$ cat src/hw/rtl/pom_pkg.sv
package pom_pkg;

    localparam int APB_AW = 5;
    localparam int APB_DW = 32;

    localparam logic [16:0] ONE_Q16      = 17'd65536;
    localparam logic [16:0] HALF_Q16     = 17'd32768;
    localparam logic [16:0] VIEW_Z_FLOOR = 17'd5243;
    localparam logic [16:0] ROUND_Q16    = 17'd65535;

    localparam logic [7:0] MAX_LAYERS_BOUND = 8'd128;
    localparam logic [3:0] MAX_REFINE_BOUND = 4'd12;

    localparam int DIV_NUM_W = 48;
    localparam int DIV_DEN_W = 32;
    localparam int DIV_Q_W   = 20;

    localparam int SQRT_IN_W  = 36;
    localparam int SQRT_OUT_W = 18;

    localparam int MUL_A_W = 32;
    localparam int MUL_B_W = 17;
    localparam int MUL_P_W = MUL_A_W + MUL_B_W;

    localparam logic OP_START     = 1'b0;
    localparam logic OP_HEIGHT    = 1'b1;
    localparam logic KIND_REQUEST = 1'b0;
    localparam logic KIND_FINAL   = 1'b1;

    typedef enum logic [1:0] {
        PH_IDLE,
        PH_OFFSET,
        PH_MARCH,
        PH_REFINE
    } phase_t;

    typedef enum logic [1:0] {
        MODE_OFF,
        MODE_OFFSET,
        MODE_STEEP,
        MODE_OCCLUSION
    } mode_t;

    typedef enum logic [2:0] {
        REG_HEIGHT_MODE,
        REG_HEIGHT_SCALE,
        REG_REFERENCE_PLANE,
        REG_MIN_LAYERS,
        REG_MAX_LAYERS,
        REG_REFINE_COUNT,
        REG_MAX_DISTANCE
    } reg_idx_t;

    typedef enum logic [4:0] {
        ST_IDLE,
        ST_SQ_X,
        ST_SQ_Y,
        ST_SQ_Z,
        ST_SQ_SUM,
        ST_NORM_CHK,
        ST_SQRT,
        ST_DIV_Z,
        ST_DIV_X,
        ST_DIV_Y,
        ST_DIV_FADE,
        ST_DIV_MX,
        ST_MUL_SX,
        ST_MUL_FX,
        ST_DIV_MY,
        ST_MUL_SY,
        ST_MUL_FY,
        ST_DIR,
        ST_MUL_STEPS,
        ST_STEPS,
        ST_DIV_LSTEP,
        ST_DIV_SDX,
        ST_DIV_SDY,
        ST_RESP,
        ST_OFF_MU,
        ST_OFF_MV,
        ST_OFF_FIN,
        ST_REFINE_NEXT,
        ST_EMIT
    } seq_state_t;

endpackage

$ cat src/hw/rtl/pom_div.sv
module pom_div (
    input  logic                           clk,
    input  logic                           rst_n,
    input  logic                           start,
    input  logic [pom_pkg::DIV_NUM_W-1:0]  dividend,
    input  logic [pom_pkg::DIV_DEN_W-1:0]  divisor,
    output logic                           done,
    output logic [pom_pkg::DIV_Q_W-1:0]    quotient
);
    import pom_pkg::*;

    localparam int CNT_W = $clog2(DIV_Q_W + 1);

    logic                 busy_reg, busy_next;
    logic                 done_reg, done_next;
    logic [CNT_W-1:0]     cnt_reg, cnt_next;
    logic [DIV_DEN_W-1:0] rem_reg, rem_next;
    logic [DIV_DEN_W-1:0] den_reg, den_next;
    logic [DIV_Q_W-1:0]   q_reg, q_next;
    logic [DIV_DEN_W:0]   trial;
    logic                 ge;

    // quotient known to fit DIV_Q_W bits: upper dividend bits start as remainder
    always_comb
    begin
        trial     = {rem_reg, q_reg[DIV_Q_W-1]};
        ge        = (trial >= {1'b0, den_reg});
        busy_next = busy_reg;
        done_next = 1'b0;
        cnt_next  = cnt_reg;
        rem_next  = rem_reg;
        den_next  = den_reg;
        q_next    = q_reg;
        if (start)
        begin
            busy_next = 1'b1;
            cnt_next  = CNT_W'(DIV_Q_W);
            rem_next  = DIV_DEN_W'(dividend[DIV_NUM_W-1:DIV_Q_W]);
            q_next    = dividend[DIV_Q_W-1:0];
            den_next  = divisor;
        end
        else if (busy_reg)
        begin
            rem_next = ge ? DIV_DEN_W'(trial - {1'b0, den_reg}) : trial[DIV_DEN_W-1:0];
            q_next   = {q_reg[DIV_Q_W-2:0], ge};
            cnt_next = cnt_reg - 1'b1;
            if (cnt_reg == CNT_W'(1))
            begin
                busy_next = 1'b0;
                done_next = 1'b1;
            end
        end
    end

    always_ff @(posedge clk or negedge rst_n)
    begin
        if (!rst_n)
        begin
            busy_reg <= 1'b0;
            done_reg <= 1'b0;
            cnt_reg  <= '0;
        end
        else
        begin
            busy_reg <= busy_next;
            done_reg <= done_next;
            cnt_reg  <= cnt_next;
        end
    end

    always_ff @(posedge clk)
    begin
        rem_reg <= rem_next;
        den_reg <= den_next;
        q_reg   <= q_next;
    end

    assign done     = done_reg;
    assign quotient = q_reg;

endmodule

$ cat src/hw/rtl/pom_sqrt.sv
module pom_sqrt (
    input  logic                            clk,
    input  logic                            rst_n,
    input  logic                            start,
    input  logic [pom_pkg::SQRT_IN_W-1:0]   radicand,
    output logic                            done,
    output logic [pom_pkg::SQRT_OUT_W-1:0]  root
);
    import pom_pkg::*;

    localparam int CNT_W = $clog2(SQRT_OUT_W + 1);
    localparam int REM_W = SQRT_OUT_W + 2;
    localparam int T_W   = REM_W + 2;

    logic                  busy_reg, busy_next;
    logic                  done_reg, done_next;
    logic [CNT_W-1:0]      cnt_reg, cnt_next;
    logic [SQRT_IN_W-1:0]  rad_reg, rad_next;
    logic [REM_W-1:0]      rem_reg, rem_next;
    logic [SQRT_OUT_W-1:0] root_reg, root_next;
    logic [T_W-1:0]        t;
    logic [T_W-1:0]        trial;
    logic                  ge;

    always_comb
    begin
        t         = {rem_reg, rad_reg[SQRT_IN_W-1:SQRT_IN_W-2]};
        trial     = {2'b00, root_reg, 2'b01};
        ge        = (t >= trial);
        busy_next = busy_reg;
        done_next = 1'b0;
        cnt_next  = cnt_reg;
        rad_next  = rad_reg;
        rem_next  = rem_reg;
        root_next = root_reg;
        if (start)
        begin
            busy_next = 1'b1;
            cnt_next  = CNT_W'(SQRT_OUT_W);
            rad_next  = radicand;
            rem_next  = '0;
            root_next = '0;
        end
        else if (busy_reg)
        begin
            rem_next  = ge ? REM_W'(t - trial) : t[REM_W-1:0];
            root_next = {root_reg[SQRT_OUT_W-2:0], ge};
            rad_next  = {rad_reg[SQRT_IN_W-3:0], 2'b00};
            cnt_next  = cnt_reg - 1'b1;
            if (cnt_reg == CNT_W'(1))
            begin
                busy_next = 1'b0;
                done_next = 1'b1;
            end
        end
    end

    always_ff @(posedge clk or negedge rst_n)
    begin
        if (!rst_n)
        begin
            busy_reg <= 1'b0;
            done_reg <= 1'b0;
            cnt_reg  <= '0;
        end
        else
        begin
            busy_reg <= busy_next;
            done_reg <= done_next;
            cnt_reg  <= cnt_next;
        end
    end

    always_ff @(posedge clk)
    begin
        rad_reg  <= rad_next;
        rem_reg  <= rem_next;
        root_reg <= root_next;
    end

    assign done = done_reg;
    assign root = root_reg;

endmodule

$ cat src/hw/rtl/parallax_occlusion_uv_offset_unit.sv
// Start transaction: runs on the 20-bit shared restoring divider (up to nine uses)
// and the serial square root; off or out of range goes straight to the result.
// Height response transaction: ST_RESP in march and refine; ST_OFF_MU, ST_OFF_MV
// and ST_OFF_FIN in offset mode.
// One transaction in flight; input is taken again while the last result waits.
// rst_n clears the sequencer, phase, output valid and the registers to their defaults.
module parallax_occlusion_uv_offset_unit (
    input  logic                         clk,
    input  logic                         rst_n,
    input  logic                         psel,
    input  logic                         penable,
    input  logic                         pwrite,
    input  logic [pom_pkg::APB_AW-1:0]   paddr,
    input  logic [pom_pkg::APB_DW-1:0]   pwdata,
    output logic [pom_pkg::APB_DW-1:0]   prdata,
    output logic                         pready,
    input  logic                         in_valid,
    output logic                         in_stall,
    input  logic                         op,
    input  logic signed [31:0]           start_u,
    input  logic signed [31:0]           start_v,
    input  logic signed [15:0]           view_x,
    input  logic signed [15:0]           view_y,
    input  logic signed [15:0]           view_z,
    input  logic [31:0]                  camera_distance,
    input  logic [16:0]                  height,
    input  logic                         height_valid,
    output logic                         out_valid,
    input  logic                         out_stall,
    output logic                         kind,
    output logic signed [31:0]           out_u,
    output logic signed [31:0]           out_v,
    output logic [7:0]                   sample_total
);
    import pom_pkg::*;

    // configuration
    mode_t       mode_reg;
    logic [16:0] scale_reg, refp_reg;
    logic [7:0]  minl_reg, maxl_reg;
    logic [3:0]  refc_reg;
    logic [31:0] maxd_reg;
    reg_idx_t    cfg_idx;
    logic        cfg_wr;

    // sequencer and model state
    seq_state_t  state_reg, state_next;
    phase_t      phase_reg, phase_next;
    logic        launched_reg, launched_next;
    logic [31:0] cur_u_reg, cur_u_next, cur_v_reg, cur_v_next;
    logic [31:0] prev_u_reg, prev_u_next, prev_v_reg, prev_v_next;
    logic [31:0] sd_u_reg, sd_u_next, sd_v_reg, sd_v_next;
    logic [16:0] cur_d_reg, cur_d_next, prev_d_reg, prev_d_next;
    logic [16:0] lstep_reg, lstep_next;
    logic [7:0]  ltotal_reg, ltotal_next, samples_reg, samples_next;
    logic [3:0]  rdone_reg, rdone_next;

    // work registers
    logic [15:0] ax_reg, ax_next, ay_reg, ay_next, az_reg, az_next;
    logic        xneg_reg, xneg_next, yneg_reg, yneg_next;
    logic [31:0] dist_reg, dist_next, lsq_reg, lsq_next;
    logic [17:0] len_reg, len_next;
    logic [16:0] nz_reg, nz_next, nx_reg, nx_next, ny_reg, ny_next;
    logic [16:0] fade_reg, fade_next, h_reg, h_next;
    logic [19:0] m_reg, m_next, dirx_reg, dirx_next, diry_reg, diry_next;
    logic [7:0]  steps_reg, steps_next;
    logic        res_kind_reg, res_kind_next;
    logic [31:0] res_u_reg, res_u_next, res_v_reg, res_v_next;
    logic [7:0]  res_n_reg, res_n_next;

    // output register
    logic        out_valid_reg, out_valid_next;
    logic        kind_reg;
    logic [31:0] out_u_reg, out_v_reg;
    logic [7:0]  out_n_reg;

    // shared units
    logic [MUL_A_W-1:0]   mul_a;
    logic [MUL_B_W-1:0]   mul_b;
    logic                 mul_en;
    logic [MUL_P_W-1:0]   prod_reg;
    logic                 div_start, div_done;
    logic [DIV_NUM_W-1:0] div_num;
    logic [DIV_DEN_W-1:0] div_den;
    logic [DIV_Q_W-1:0]   div_q;
    logic                 sqrt_start, sqrt_done;
    logic [SQRT_OUT_W-1:0] sqrt_root;

    // derived values
    logic        in_accept, off_hit, out_free, march_adv, unit_done;
    logic [16:0] scale_sat, ref_sat, h_in, vz, q_sat;
    logic [7:0]  lo, hi, hi_lo;
    logic [3:0]  rc_sat;
    logic [17:0] diff;
    logic [16:0] diff_mag;
    logic [31:0] sdu_mag, sdv_mag, t32;
    logic [32:0] mu_sum, mv_sum;
    logic [31:0] mu, mv;
    logic [17:0] md_sum;
    logic [16:0] md;
    logic [23:0] steps_round;

    pom_div u_div (
        .clk      (clk),
        .rst_n    (rst_n),
        .start    (div_start),
        .dividend (div_num),
        .divisor  (div_den),
        .done     (div_done),
        .quotient (div_q)
    );

    pom_sqrt u_sqrt (
        .clk      (clk),
        .rst_n    (rst_n),
        .start    (sqrt_start),
        .radicand ({lsq_reg, 4'b0000}),
        .done     (sqrt_done),
        .root     (sqrt_root)
    );

    // APB
    assign pready  = 1'b1;
    assign cfg_idx = reg_idx_t'(paddr[APB_AW-1:2]);
    assign cfg_wr  = psel && penable && pwrite;

    always_comb
    begin
        unique case (cfg_idx)
            REG_HEIGHT_MODE:     prdata = {30'd0, mode_reg};
            REG_HEIGHT_SCALE:    prdata = {15'd0, scale_reg};
            REG_REFERENCE_PLANE: prdata = {15'd0, refp_reg};
            REG_MIN_LAYERS:      prdata = {24'd0, minl_reg};
            REG_MAX_LAYERS:      prdata = {24'd0, maxl_reg};
            REG_REFINE_COUNT:    prdata = {28'd0, refc_reg};
            REG_MAX_DISTANCE:    prdata = maxd_reg;
            default:             prdata = '0;
        endcase
    end

    always_ff @(posedge clk or negedge rst_n)
    begin
        if (!rst_n)
        begin
            mode_reg  <= MODE_OFF;
            scale_reg <= 17'd0;
            refp_reg  <= 17'd32768;
            minl_reg  <= 8'd8;
            maxl_reg  <= 8'd32;
            refc_reg  <= 4'd5;
            maxd_reg  <= 32'd1310720;
        end
        else if (cfg_wr)
        begin
            unique case (cfg_idx)
                REG_HEIGHT_MODE:     mode_reg  <= mode_t'(pwdata[1:0]);
                REG_HEIGHT_SCALE:    scale_reg <= pwdata[16:0];
                REG_REFERENCE_PLANE: refp_reg  <= pwdata[16:0];
                REG_MIN_LAYERS:      minl_reg  <= pwdata[7:0];
                REG_MAX_LAYERS:      maxl_reg  <= pwdata[7:0];
                REG_REFINE_COUNT:    refc_reg  <= pwdata[3:0];
                REG_MAX_DISTANCE:    maxd_reg  <= pwdata;
                default:             ;
            endcase
        end
    end

    // derived
    assign in_stall  = (state_reg != ST_IDLE);
    assign in_accept = in_valid && !in_stall;
    assign out_free  = !out_valid_reg || !out_stall;
    assign off_hit   = (mode_reg == MODE_OFF) || (scale_reg == 17'd0)
                       || (camera_distance >= maxd_reg);
    assign scale_sat = (scale_reg > ONE_Q16) ? ONE_Q16 : scale_reg;
    assign ref_sat   = (refp_reg > ONE_Q16) ? ONE_Q16 : refp_reg;
    assign h_in      = height_valid ? ((height > ONE_Q16) ? ONE_Q16 : height) : HALF_Q16;
    assign vz        = (nz_reg > VIEW_Z_FLOOR) ? nz_reg : VIEW_Z_FLOOR;
    assign q_sat     = (div_q > DIV_Q_W'(ONE_Q16)) ? ONE_Q16 : div_q[16:0];
    assign rc_sat    = (refc_reg > MAX_REFINE_BOUND) ? MAX_REFINE_BOUND : refc_reg;
    assign unit_done = launched_reg && (div_done || sqrt_done);

    always_comb
    begin
        lo = (minl_reg == 8'd0) ? 8'd1 : minl_reg;
        if (lo > MAX_LAYERS_BOUND)
        begin
            lo = MAX_LAYERS_BOUND;
        end
        hi = (maxl_reg < lo) ? lo : maxl_reg;
        if (hi > MAX_LAYERS_BOUND)
        begin
            hi = MAX_LAYERS_BOUND;
        end
        hi_lo = hi - lo;
    end

    assign diff      = {1'b0, h_reg} - {1'b0, ref_sat};
    assign diff_mag  = diff[17] ? 17'(-diff) : diff[16:0];
    assign sdu_mag   = sd_u_reg[31] ? -sd_u_reg : sd_u_reg;
    assign sdv_mag   = sd_v_reg[31] ? -sd_v_reg : sd_v_reg;
    assign t32       = prod_reg[47:16];
    assign mu_sum    = {prev_u_reg[31], prev_u_reg} + {cur_u_reg[31], cur_u_reg};
    assign mv_sum    = {prev_v_reg[31], prev_v_reg} + {cur_v_reg[31], cur_v_reg};
    assign mu        = mu_sum[32:1];
    assign mv        = mv_sum[32:1];
    assign md_sum    = {1'b0, prev_d_reg} + {1'b0, cur_d_reg};
    assign md        = md_sum[17:1];
    assign march_adv = (cur_d_reg < h_reg) && (samples_reg < ltotal_reg);
    assign steps_round = prod_reg[23:0] + 24'(ROUND_Q16);

    // next state
    always_comb
    begin
        state_next = state_reg;
        unique case (state_reg)
            ST_IDLE:
            begin
                if (in_accept)
                begin
                    if (op == OP_START)
                    begin
                        state_next = off_hit ? ST_EMIT : ST_SQ_X;
                    end
                    else
                    begin
                        unique case (phase_reg)
                            PH_OFFSET: state_next = ST_OFF_MU;
                            PH_MARCH:  state_next = ST_RESP;
                            PH_REFINE: state_next = ST_RESP;
                            default:   state_next = ST_IDLE;
                        endcase
                    end
                end
            end
            ST_SQ_X:      state_next = ST_SQ_Y;
            ST_SQ_Y:      state_next = ST_SQ_Z;
            ST_SQ_Z:      state_next = ST_SQ_SUM;
            ST_SQ_SUM:    state_next = ST_NORM_CHK;
            ST_NORM_CHK:  state_next = (lsq_reg == 32'd0) ? ST_DIV_FADE : ST_SQRT;
            ST_SQRT:      state_next = unit_done ? ST_DIV_Z : ST_SQRT;
            ST_DIV_Z:     state_next = unit_done ? ST_DIV_X : ST_DIV_Z;
            ST_DIV_X:     state_next = unit_done ? ST_DIV_Y : ST_DIV_X;
            ST_DIV_Y:     state_next = unit_done ? ST_DIV_FADE : ST_DIV_Y;
            ST_DIV_FADE:  state_next = unit_done ? ST_DIV_MX : ST_DIV_FADE;
            ST_DIV_MX:    state_next = unit_done ? ST_MUL_SX : ST_DIV_MX;
            ST_MUL_SX:    state_next = ST_MUL_FX;
            ST_MUL_FX:    state_next = ST_DIV_MY;
            ST_DIV_MY:    state_next = unit_done ? ST_MUL_SY : ST_DIV_MY;
            ST_MUL_SY:    state_next = ST_MUL_FY;
            ST_MUL_FY:    state_next = ST_DIR;
            ST_DIR:       state_next = (mode_reg == MODE_OFFSET) ? ST_EMIT : ST_MUL_STEPS;
            ST_MUL_STEPS: state_next = ST_STEPS;
            ST_STEPS:     state_next = ST_DIV_LSTEP;
            ST_DIV_LSTEP: state_next = unit_done ? ST_DIV_SDX : ST_DIV_LSTEP;
            ST_DIV_SDX:   state_next = unit_done ? ST_DIV_SDY : ST_DIV_SDX;
            ST_DIV_SDY:   state_next = unit_done ? ST_EMIT : ST_DIV_SDY;
            ST_RESP:
            begin
                if (phase_reg == PH_MARCH && (march_adv || mode_reg != MODE_OCCLUSION))
                begin
                    state_next = ST_EMIT;
                end
                else
                begin
                    state_next = ST_REFINE_NEXT;
                end
            end
            ST_OFF_MU:      state_next = ST_OFF_MV;
            ST_OFF_MV:      state_next = ST_OFF_FIN;
            ST_OFF_FIN:     state_next = ST_EMIT;
            ST_REFINE_NEXT: state_next = ST_EMIT;
            ST_EMIT:        state_next = out_free ? ST_IDLE : ST_EMIT;
            default:        state_next = ST_IDLE;
        endcase
    end

    // datapath and unit control
    always_comb
    begin
        phase_next    = phase_reg;
        launched_next = launched_reg;
        cur_u_next    = cur_u_reg;
        cur_v_next    = cur_v_reg;
        prev_u_next   = prev_u_reg;
        prev_v_next   = prev_v_reg;
        sd_u_next     = sd_u_reg;
        sd_v_next     = sd_v_reg;
        cur_d_next    = cur_d_reg;
        prev_d_next   = prev_d_reg;
        lstep_next    = lstep_reg;
        ltotal_next   = ltotal_reg;
        samples_next  = samples_reg;
        rdone_next    = rdone_reg;
        ax_next       = ax_reg;
        ay_next       = ay_reg;
        az_next       = az_reg;
        xneg_next     = xneg_reg;
        yneg_next     = yneg_reg;
        dist_next     = dist_reg;
        lsq_next      = lsq_reg;
        len_next      = len_reg;
        nz_next       = nz_reg;
        nx_next       = nx_reg;
        ny_next       = ny_reg;
        fade_next     = fade_reg;
        h_next        = h_reg;
        m_next        = m_reg;
        dirx_next     = dirx_reg;
        diry_next     = diry_reg;
        steps_next    = steps_reg;
        res_kind_next = res_kind_reg;
        res_u_next    = res_u_reg;
        res_v_next    = res_v_reg;
        res_n_next    = res_n_reg;
        mul_en        = 1'b0;
        mul_a         = '0;
        mul_b         = '0;
        div_start     = 1'b0;
        div_num       = '0;
        div_den       = '0;
        sqrt_start    = 1'b0;

        unique case (state_reg)
            ST_IDLE:
            begin
                if (in_accept && op == OP_START)
                begin
                    res_u_next = start_u;
                    res_v_next = start_v;
                    if (off_hit)
                    begin
                        phase_next    = PH_IDLE;
                        res_kind_next = KIND_FINAL;
                        res_n_next    = 8'd0;
                    end
                    else
                    begin
                        cur_u_next    = start_u;
                        cur_v_next    = start_v;
                        prev_u_next   = start_u;
                        prev_v_next   = start_v;
                        cur_d_next    = '0;
                        prev_d_next   = '0;
                        rdone_next    = '0;
                        samples_next  = 8'd1;
                        res_kind_next = KIND_REQUEST;
                        res_n_next    = 8'd1;
                        ax_next       = view_x[15] ? 16'(-view_x) : 16'(view_x);
                        ay_next       = view_y[15] ? 16'(-view_y) : 16'(view_y);
                        az_next       = view_z[15] ? 16'(-view_z) : 16'(view_z);
                        xneg_next     = view_x[15];
                        yneg_next     = view_y[15];
                        dist_next     = camera_distance;
                    end
                end
                else if (in_accept)
                begin
                    h_next = h_in;
                end
            end
            ST_SQ_X:
            begin
                mul_en = 1'b1;
                mul_a  = MUL_A_W'(ax_reg);
                mul_b  = MUL_B_W'(ax_reg);
            end
            ST_SQ_Y:
            begin
                mul_en   = 1'b1;
                mul_a    = MUL_A_W'(ay_reg);
                mul_b    = MUL_B_W'(ay_reg);
                lsq_next = prod_reg[31:0];
            end
            ST_SQ_Z:
            begin
                mul_en   = 1'b1;
                mul_a    = MUL_A_W'(az_reg);
                mul_b    = MUL_B_W'(az_reg);
                lsq_next = lsq_reg + prod_reg[31:0];
            end
            ST_SQ_SUM:
            begin
                lsq_next = lsq_reg + prod_reg[31:0];
            end
            ST_NORM_CHK:
            begin
                if (lsq_reg == 32'd0)
                begin
                    nz_next = ONE_Q16;
                    nx_next = '0;
                    ny_next = '0;
                end
            end
            ST_SQRT:
            begin
                if (!launched_reg)
                begin
                    sqrt_start    = 1'b1;
                    launched_next = 1'b1;
                end
                else if (sqrt_done)
                begin
                    len_next      = sqrt_root;
                    launched_next = 1'b0;
                end
            end
            ST_DIV_Z, ST_DIV_X, ST_DIV_Y:
            begin
                div_den = DIV_DEN_W'(len_reg);
                unique case (state_reg)
                    ST_DIV_Z: div_num = {14'd0, az_reg, 18'd0};
                    ST_DIV_X: div_num = {14'd0, ax_reg, 18'd0};
                    default:  div_num = {14'd0, ay_reg, 18'd0};
                endcase
                if (!launched_reg)
                begin
                    div_start     = 1'b1;
                    launched_next = 1'b1;
                end
                else if (div_done)
                begin
                    launched_next = 1'b0;
                    unique case (state_reg)
                        ST_DIV_Z: nz_next = q_sat;
                        ST_DIV_X: nx_next = q_sat;
                        default:  ny_next = q_sat;
                    endcase
                end
            end
            ST_DIV_FADE:
            begin
                div_num = {maxd_reg - dist_reg, 16'd0};
                div_den = maxd_reg;
                if (!launched_reg)
                begin
                    div_start     = 1'b1;
                    launched_next = 1'b1;
                end
                else if (div_done)
                begin
                    launched_next = 1'b0;
                    fade_next     = div_q[16:0];
                end
            end
            ST_DIV_MX, ST_DIV_MY:
            begin
                div_num = (state_reg == ST_DIV_MX) ? {15'd0, nx_reg, 16'd0}
                                                   : {15'd0, ny_reg, 16'd0};
                div_den = DIV_DEN_W'(vz);
                if (!launched_reg)
                begin
                    div_start     = 1'b1;
                    launched_next = 1'b1;
                    if (state_reg == ST_DIV_MY)
                    begin
                        dirx_next = prod_reg[35:16];
                    end
                end
                else if (div_done)
                begin
                    launched_next = 1'b0;
                    m_next        = div_q;
                end
            end
            ST_MUL_SX, ST_MUL_SY:
            begin
                mul_en = 1'b1;
                mul_a  = MUL_A_W'(m_reg);
                mul_b  = scale_sat;
            end
            ST_MUL_FX, ST_MUL_FY:
            begin
                mul_en = 1'b1;
                mul_a  = MUL_A_W'(prod_reg[35:16]);
                mul_b  = fade_reg;
            end
            ST_DIR:
            begin
                diry_next = prod_reg[35:16];
                if (mode_reg == MODE_OFFSET)
                begin
                    sd_u_next   = xneg_reg ? -{12'd0, dirx_reg} : {12'd0, dirx_reg};
                    sd_v_next   = yneg_reg ? -{12'd0, prod_reg[35:16]}
                                           : {12'd0, prod_reg[35:16]};
                    lstep_next  = '0;
                    ltotal_next = '0;
                    phase_next  = PH_OFFSET;
                end
            end
            ST_MUL_STEPS:
            begin
                mul_en = 1'b1;
                mul_a  = MUL_A_W'(hi_lo);
                mul_b  = ONE_Q16 - nz_reg;
            end
            ST_STEPS:
            begin
                steps_next  = lo + steps_round[23:16];
                ltotal_next = lo + steps_round[23:16];
            end
            ST_DIV_LSTEP, ST_DIV_SDX, ST_DIV_SDY:
            begin
                div_den = DIV_DEN_W'(steps_reg);
                unique case (state_reg)
                    ST_DIV_LSTEP: div_num = DIV_NUM_W'(ONE_Q16);
                    ST_DIV_SDX:   div_num = DIV_NUM_W'(dirx_reg);
                    default:      div_num = DIV_NUM_W'(diry_reg);
                endcase
                if (!launched_reg)
                begin
                    div_start     = 1'b1;
                    launched_next = 1'b1;
                end
                else if (div_done)
                begin
                    launched_next = 1'b0;
                    unique case (state_reg)
                        ST_DIV_LSTEP: lstep_next = div_q[16:0];
                        ST_DIV_SDX:
                            sd_u_next = xneg_reg ? -{12'd0, div_q} : {12'd0, div_q};
                        default:
                        begin
                            sd_v_next  = yneg_reg ? -{12'd0, div_q} : {12'd0, div_q};
                            phase_next = PH_MARCH;
                        end
                    endcase
                end
            end
            ST_RESP:
            begin
                if (phase_reg == PH_MARCH)
                begin
                    if (march_adv)
                    begin
                        prev_u_next   = cur_u_reg;
                        prev_v_next   = cur_v_reg;
                        prev_d_next   = cur_d_reg;
                        cur_u_next    = cur_u_reg - sd_u_reg;
                        cur_v_next    = cur_v_reg - sd_v_reg;
                        cur_d_next    = cur_d_reg + lstep_reg;
                        samples_next  = samples_reg + 8'd1;
                        res_kind_next = KIND_REQUEST;
                        res_u_next    = cur_u_reg - sd_u_reg;
                        res_v_next    = cur_v_reg - sd_v_reg;
                        res_n_next    = samples_reg + 8'd1;
                    end
                    else if (mode_reg != MODE_OCCLUSION)
                    begin
                        phase_next    = PH_IDLE;
                        res_kind_next = KIND_FINAL;
                        res_u_next    = cur_u_reg;
                        res_v_next    = cur_v_reg;
                        res_n_next    = samples_reg;
                    end
                    else
                    begin
                        rdone_next = '0;
                    end
                end
                else
                begin
                    if (md < h_reg)
                    begin
                        prev_u_next = mu;
                        prev_v_next = mv;
                        prev_d_next = md;
                    end
                    else
                    begin
                        cur_u_next = mu;
                        cur_v_next = mv;
                        cur_d_next = md;
                    end
                    rdone_next = rdone_reg + 4'd1;
                end
            end
            ST_OFF_MU:
            begin
                mul_en = 1'b1;
                mul_a  = sdu_mag;
                mul_b  = diff_mag;
            end
            ST_OFF_MV:
            begin
                mul_en     = 1'b1;
                mul_a      = sdv_mag;
                mul_b      = diff_mag;
                res_u_next = (sd_u_reg[31] != diff[17]) ? cur_u_reg + t32 : cur_u_reg - t32;
            end
            ST_OFF_FIN:
            begin
                res_v_next    = (sd_v_reg[31] != diff[17]) ? cur_v_reg + t32 : cur_v_reg - t32;
                res_kind_next = KIND_FINAL;
                res_n_next    = samples_reg;
                phase_next    = PH_IDLE;
            end
            ST_REFINE_NEXT:
            begin
                res_u_next = mu;
                res_v_next = mv;
                if (rdone_reg >= rc_sat)
                begin
                    phase_next    = PH_IDLE;
                    res_kind_next = KIND_FINAL;
                    res_n_next    = samples_reg;
                end
                else
                begin
                    phase_next    = PH_REFINE;
                    samples_next  = samples_reg + 8'd1;
                    res_kind_next = KIND_REQUEST;
                    res_n_next    = samples_reg + 8'd1;
                end
            end
            default:
            begin
            end
        endcase
    end

    always_comb
    begin
        out_valid_next = out_valid_reg;
        if (state_reg == ST_EMIT && out_free)
        begin
            out_valid_next = 1'b1;
        end
        else if (!out_stall)
        begin
            out_valid_next = 1'b0;
        end
    end

    always_ff @(posedge clk or negedge rst_n)
    begin
        if (!rst_n)
        begin
            state_reg     <= ST_IDLE;
            phase_reg     <= PH_IDLE;
            launched_reg  <= 1'b0;
            out_valid_reg <= 1'b0;
        end
        else
        begin
            state_reg     <= state_next;
            phase_reg     <= phase_next;
            launched_reg  <= launched_next;
            out_valid_reg <= out_valid_next;
        end
    end

    always_ff @(posedge clk)
    begin
        cur_u_reg    <= cur_u_next;
        cur_v_reg    <= cur_v_next;
        prev_u_reg   <= prev_u_next;
        prev_v_reg   <= prev_v_next;
        sd_u_reg     <= sd_u_next;
        sd_v_reg     <= sd_v_next;
        cur_d_reg    <= cur_d_next;
        prev_d_reg   <= prev_d_next;
        lstep_reg    <= lstep_next;
        ltotal_reg   <= ltotal_next;
        samples_reg  <= samples_next;
        rdone_reg    <= rdone_next;
        ax_reg       <= ax_next;
        ay_reg       <= ay_next;
        az_reg       <= az_next;
        xneg_reg     <= xneg_next;
        yneg_reg     <= yneg_next;
        dist_reg     <= dist_next;
        lsq_reg      <= lsq_next;
        len_reg      <= len_next;
        nz_reg       <= nz_next;
        nx_reg       <= nx_next;
        ny_reg       <= ny_next;
        fade_reg     <= fade_next;
        h_reg        <= h_next;
        m_reg        <= m_next;
        dirx_reg     <= dirx_next;
        diry_reg     <= diry_next;
        steps_reg    <= steps_next;
        res_kind_reg <= res_kind_next;
        res_u_reg    <= res_u_next;
        res_v_reg    <= res_v_next;
        res_n_reg    <= res_n_next;
        if (mul_en)
        begin
            prod_reg <= MUL_P_W'(mul_a) * MUL_P_W'(mul_b);
        end
        if (state_reg == ST_EMIT && out_free)
        begin
            kind_reg  <= res_kind_reg;
            out_u_reg <= res_u_reg;
            out_v_reg <= res_v_reg;
            out_n_reg <= res_n_reg;
        end
    end

    assign out_valid    = out_valid_reg;
    assign kind         = kind_reg;
    assign out_u        = out_u_reg;
    assign out_v        = out_v_reg;
    assign sample_total = out_n_reg;

    a_final_leaves_idle: assert property (@(posedge clk) disable iff (!rst_n)
        (state_reg == ST_EMIT && res_kind_reg == KIND_FINAL) |-> phase_reg == PH_IDLE)
        else $error("final result while a pixel is still open");

    a_refine_bound: assert property (@(posedge clk) disable iff (!rst_n)
        (phase_reg == PH_REFINE) |-> rdone_reg <= MAX_REFINE_BOUND)
        else $error("refinement count beyond bound");

    a_idle_response_dropped: assert property (@(posedge clk) disable iff (!rst_n)
        (in_accept && op == OP_HEIGHT && phase_reg == PH_IDLE) |=> state_reg == ST_IDLE)
        else $error("response with no open pixel produced work");

    a_march_has_layers: assert property (@(posedge clk) disable iff (!rst_n)
        (phase_reg == PH_MARCH) |-> ltotal_reg != 8'd0)
        else $error("march without layers");

endmodule
$ cat config.mk
export PLATFORM = sky130hd
export DESIGN_NAME = parallax_occlusion_uv_offset_unit
export DESIGN_NICKNAME = d
export VERILOG_FILES = /design/src/hw/rtl/pom_pkg.sv /design/src/hw/rtl/pom_div.sv /design/src/hw/rtl/pom_sqrt.sv /design/src/hw/rtl/parallax_occlusion_uv_offset_unit.sv
export SDC_FILE = /design/constraint.sdc
export NUM_CORES = 2
export LEC_CHECK = 0
export BUFFER_PORTS_ARGS = -buffer_cell sky130_fd_sc_hd__buf_2
export CORE_MARGIN = 8
export CORE_UTILIZATION = 40
export CTS_CLUSTER_DIAMETER = 30
export DETAILED_ROUTE_END_ITERATION = 10
export PLACE_DENSITY_LB_ADDON = 0.1
export RECOVER_POWER = 100
export SLEW_MARGIN = 10
export SYNTH_ARGS = -nofsm -noshare
export SYNTH_HDL_FRONTEND = slang
export SYNTH_SLANG_ARGS = --single-unit
$ cat constraint.sdc
create_clock -name clk -period 10.7 [get_ports clk]
set_clock_uncertainty 0.15 [all_clocks]
set_input_delay 1.07 -clock clk [delete_from_list [all_inputs] [get_ports clk]]
set_output_delay 1.07 -clock clk [all_outputs]
set_load 0.02 [all_outputs]
==> reports/qor.txt <==
Placed cell count: 12070
Finished Layout Cells: 12620
Synth area leader: edfxtp_1
Ranking of synthesized cells by area: edfxtp_1 (30%), fa_1 (11%), ha_1 (8.6%), nand2_1 (5.4%), xnor2_1 (4.5%)
Layout cell share with drive strength beyond 1: 0.1147
RePlAce Congestion: 0.9481
Crit path time final: 10.45 ns
Post-route ant nets: 0
DRC: 0
Starting DRT DRC Count: 7350
Max-slew violation count: 1711
Syn Nets: 10270
Num CTS Buffers: 292
Combinational cell fraction of total power: 0.137
WL met1: 137800 um
RSZ-0062 raised after global routing: yes
WL met3: 27160 um
Failing checks: capacitance limit, slew limit
PwrDens: 152.1 nW/um^2
P&R area growth vs syn: 19.64%
# IOs: 315
Die X: 475.3 um
CP Class: reg -> reg
Switch Pwr: 3.964 mW
Max Fanout on Critical Path: 5
WP data arrival: 10.94 ns
Antenna violations before repair: 22
Fmax: 95.68 MHz
I/O Buffers: 311
Top sig layer: met5
DIE AREA: 225900 sq um
Slowest-stage cell, CP: fa_1
Lkg Pwr: 41.89 nW
Vias per Instance: 5.719
CP required: 11.19 ns
Hold Fails Final Rpt: 0
Avg Cell Area, Syn: 9.357 sq um
Cell Int Power: 11.39 mW
Global Route Usage Sum: 0.2766
Mean routed wirelength per cell: 25.66 um
Placed cell area: 91040 sq um
Row cnt: 168
CTS tree: done
Final Cell Area: 100900 sq um
Die Ht: 475.3 um
Clk pin slew, worst setup/hold paths: 0.04 ns
Post-synth EDFFs: 854
CTS H-Tree Depth: 5
Startpoint type of the worst setup path: flip-flop
Nets@finish: 10830
Seq cells post-synth: 1007
Synth warn: 0
Layout fillers: 19820
CTS root buf: clkbuf_16
First-pass GRT wire length: 470000 um
Routed WL: 324000 um
Mapped Area: 84370 sq um
Slowest stage delay, CP: 0.57 ns
Overflow left after global routing: 0
Register area share after synthesis: 0.3469
Synth Instances: 9017
Maximum root-to-sink buffer count: 4
Clock share of power: 0.575
Setup Viol. Count Final: 0
Top_reg_cell synth: edfxtp_1
Vias in the first global route: 70910
Max_cap viols: 54
CP dominant cell by count: fa_1
Routed wl met2: 143700 um
Core Area: 209600 sq um
Worst slew margin: -1.832
Largest register FFs: 48
Initial core utilization: 0.4026
Period Utilization, post-route: 0.9768
Routed via count: 72190
Largest net degree at the start of global routing: 76
Sink Count: 1007
Peak supply drop: 0.0001777 V
Min-Delay Path Class: in -> reg
Async set-reset flop share out of synthesis: 0.1102
Synth unique cells: 91
Setup crit end kind: flip-flop
CTS Hold Bufs: 0
Switching part of the total power: 0.2582
Drt first pass iters: 7
Slew @ Worst Pin: 4.247 ns
Synth top area share: 0.3039
Seq pwr share: 0.288
DPL Wire Length: 249800 um
Clock Latency Late Sink: 0.93 ns
Status: complete, but fails checks
worst max-delay path, delay by kind of cell, from the launching register on:
family                   cells  cell delay (ns)
AO/OA/AOI/OAI               12             3.11
AND/OR/NAND/NOR              7             1.85
flip-flops                   1             0.39
XOR/XNOR                     2             0.32
adder cells (fa/ha/maj)      8             3.42
buffers and inverters        9             0.94
logic make-up (layout without fill, tap and decap cells):
kind of cell,Yosys count,in the layout,synth area share
and+or+nand+nor,2729,2729,0.1469
AOI/OAI and AO/OA,2133,2133,0.1628
buffers and inverters,1273,2060,0.05689
adders and majority gates,1044,1044,0.1959
DFF,1007,1007,0.3469
xor gates and xnor gates,639,639,0.06633
muxes,191,191,0.02413
other,1,16,0.00004445
per-layer routing:
| metal | vias to the layer above | track usage |
|---|---|---|
| met2 | 3206 | 0.4318 |
| met3 | 721 | 0.04655 |
| met4 | 12 | 0.1137 |
| met5 | - | 0 |
| met1 | 35400 | 0.3824 |
| li1 | 32860 | - |
repair_timing:
item	4_1_cts	5_1_grt
gates cloned	0	1
pin swaps	6	42
gates resized for setup	16	71
endpoints found under the setup margin	15	18
setup buffers	2	18
power by group through the flow:
stage | sequential, mW | clock (mW) | combinational (mW)
2_1_floorplan | 4.43 | 0 | 1.28
5_1_grt | 4.42 | 9.13 | 2.26
3_5_place_dp | 4.48 | 0 | 2.04
3_3_place_gp | 4.47 | 0 | 2.02
4_1_cts | 4.41 | 8.94 | 2.06
6_report | 4.42 | 8.83 | 2.11
cells in the mapped netlist, drive strengths merged, types with 50 or more instances:
| library cell | n |
|---|---|
| a22oi | 69 |
| and3 | 63 |
| a21o | 223 |
| mux2i | 119 |
| ha | 582 |
| a211oi | 60 |
| mux2 | 69 |
| a21oi | 594 |
| xor2 | 207 |
| nor2b | 74 |
| clkbuf | 345 |
| xnor2 | 432 |
| fa | 462 |
| dfrtp | 104 |
| nand4 | 50 |
| o21a | 74 |
| a31oi | 54 |
| o22ai | 61 |
| nand2 | 1216 |
| or3 | 74 |
| edfxtp | 854 |
| o21ai | 505 |
| nor2 | 583 |
| and2 | 207 |
| nand3 | 118 |
| buf | 50 |
| nand2b | 87 |
| inv | 874 |
| o31ai | 64 |
| nor3 | 125 |
final cells by class:
cell class | count | area [sq um] | area share
Multi-Input combinational cell | 6737 | 50910 | 0.5043
Sequential cell | 1007 | 29270 | 0.2900
Clock buffer | 349 | 7709 | 0.07636
Timing Repair Buffer | 665 | 3999 | 0.03961
Tap cell | 2805 | 3510 | 0.03477
Inverter | 878 | 3296 | 0.03265
Clock inverter | 168 | 2212 | 0.02191
Antenna cell | 15 | 37.54 | 0.0003718
through the flow:
| step | worst slack [ns] | utilization | TNS, ns | total power, mW | hold WS (ns) |
|---|---|---|---|---|---|
| 3_5_place_dp | -0.4420 | 0.4344 | -3.430 | 6.518 | 0.2545 |
| 3_3_place_gp | -0.3867 | 0.4344 | -3.265 | 6.495 | 0.2512 |
| 6_report | 0.2480 | 0.4817 | 0 | 15.36 | 0.1930 |
| 5_1_grt | -0.09822 | 0.4815 | -0.5249 | 15.81 | 0.1504 |
| 4_1_cts | 0.01353 | 0.4821 | 0 | 15.41 | 0.01971 |
| 2_1_floorplan | 0.6061 | - | 0 | 5.711 | 0.2503 |
layout by cell type, fill, tap and decap left out, drive strengths merged, types with 446 or more instances in the layout:
master  Yosys  final
clkbuf    345    568
buf        50    446
ha        582    582
o21ai     505    505
edfxtp    854    854
fa        462    462
a21oi     594    594
nor2      583    583
inv       874    896
nand2    1216   1216
path summary, 6_finish.rpt:
| path | start | slack, ns | cells past startpoint | endpoint |
|---|---|---|---|---|
| worst min-delay path | camera_distance[10] | 0.19 | 1 | dist_reg[10] |
| min in group asynchronous | rst_n | 0.95 | 1 | maxd_reg[17] |
| worst min register to register | res_v_reg[23] | 0.26 | 0 | out_v[23] |
| worst max-delay path | refp_reg[3] | 0.25 | 38 | prod_reg[46] |
| worst max register to register | refp_reg[3] | 0.25 | 38 | prod_reg[46] |
| max in group asynchronous | rst_n | 3.92 | 2 | u_sqrt.busy_reg |
(Power assumes the default switching activity.)
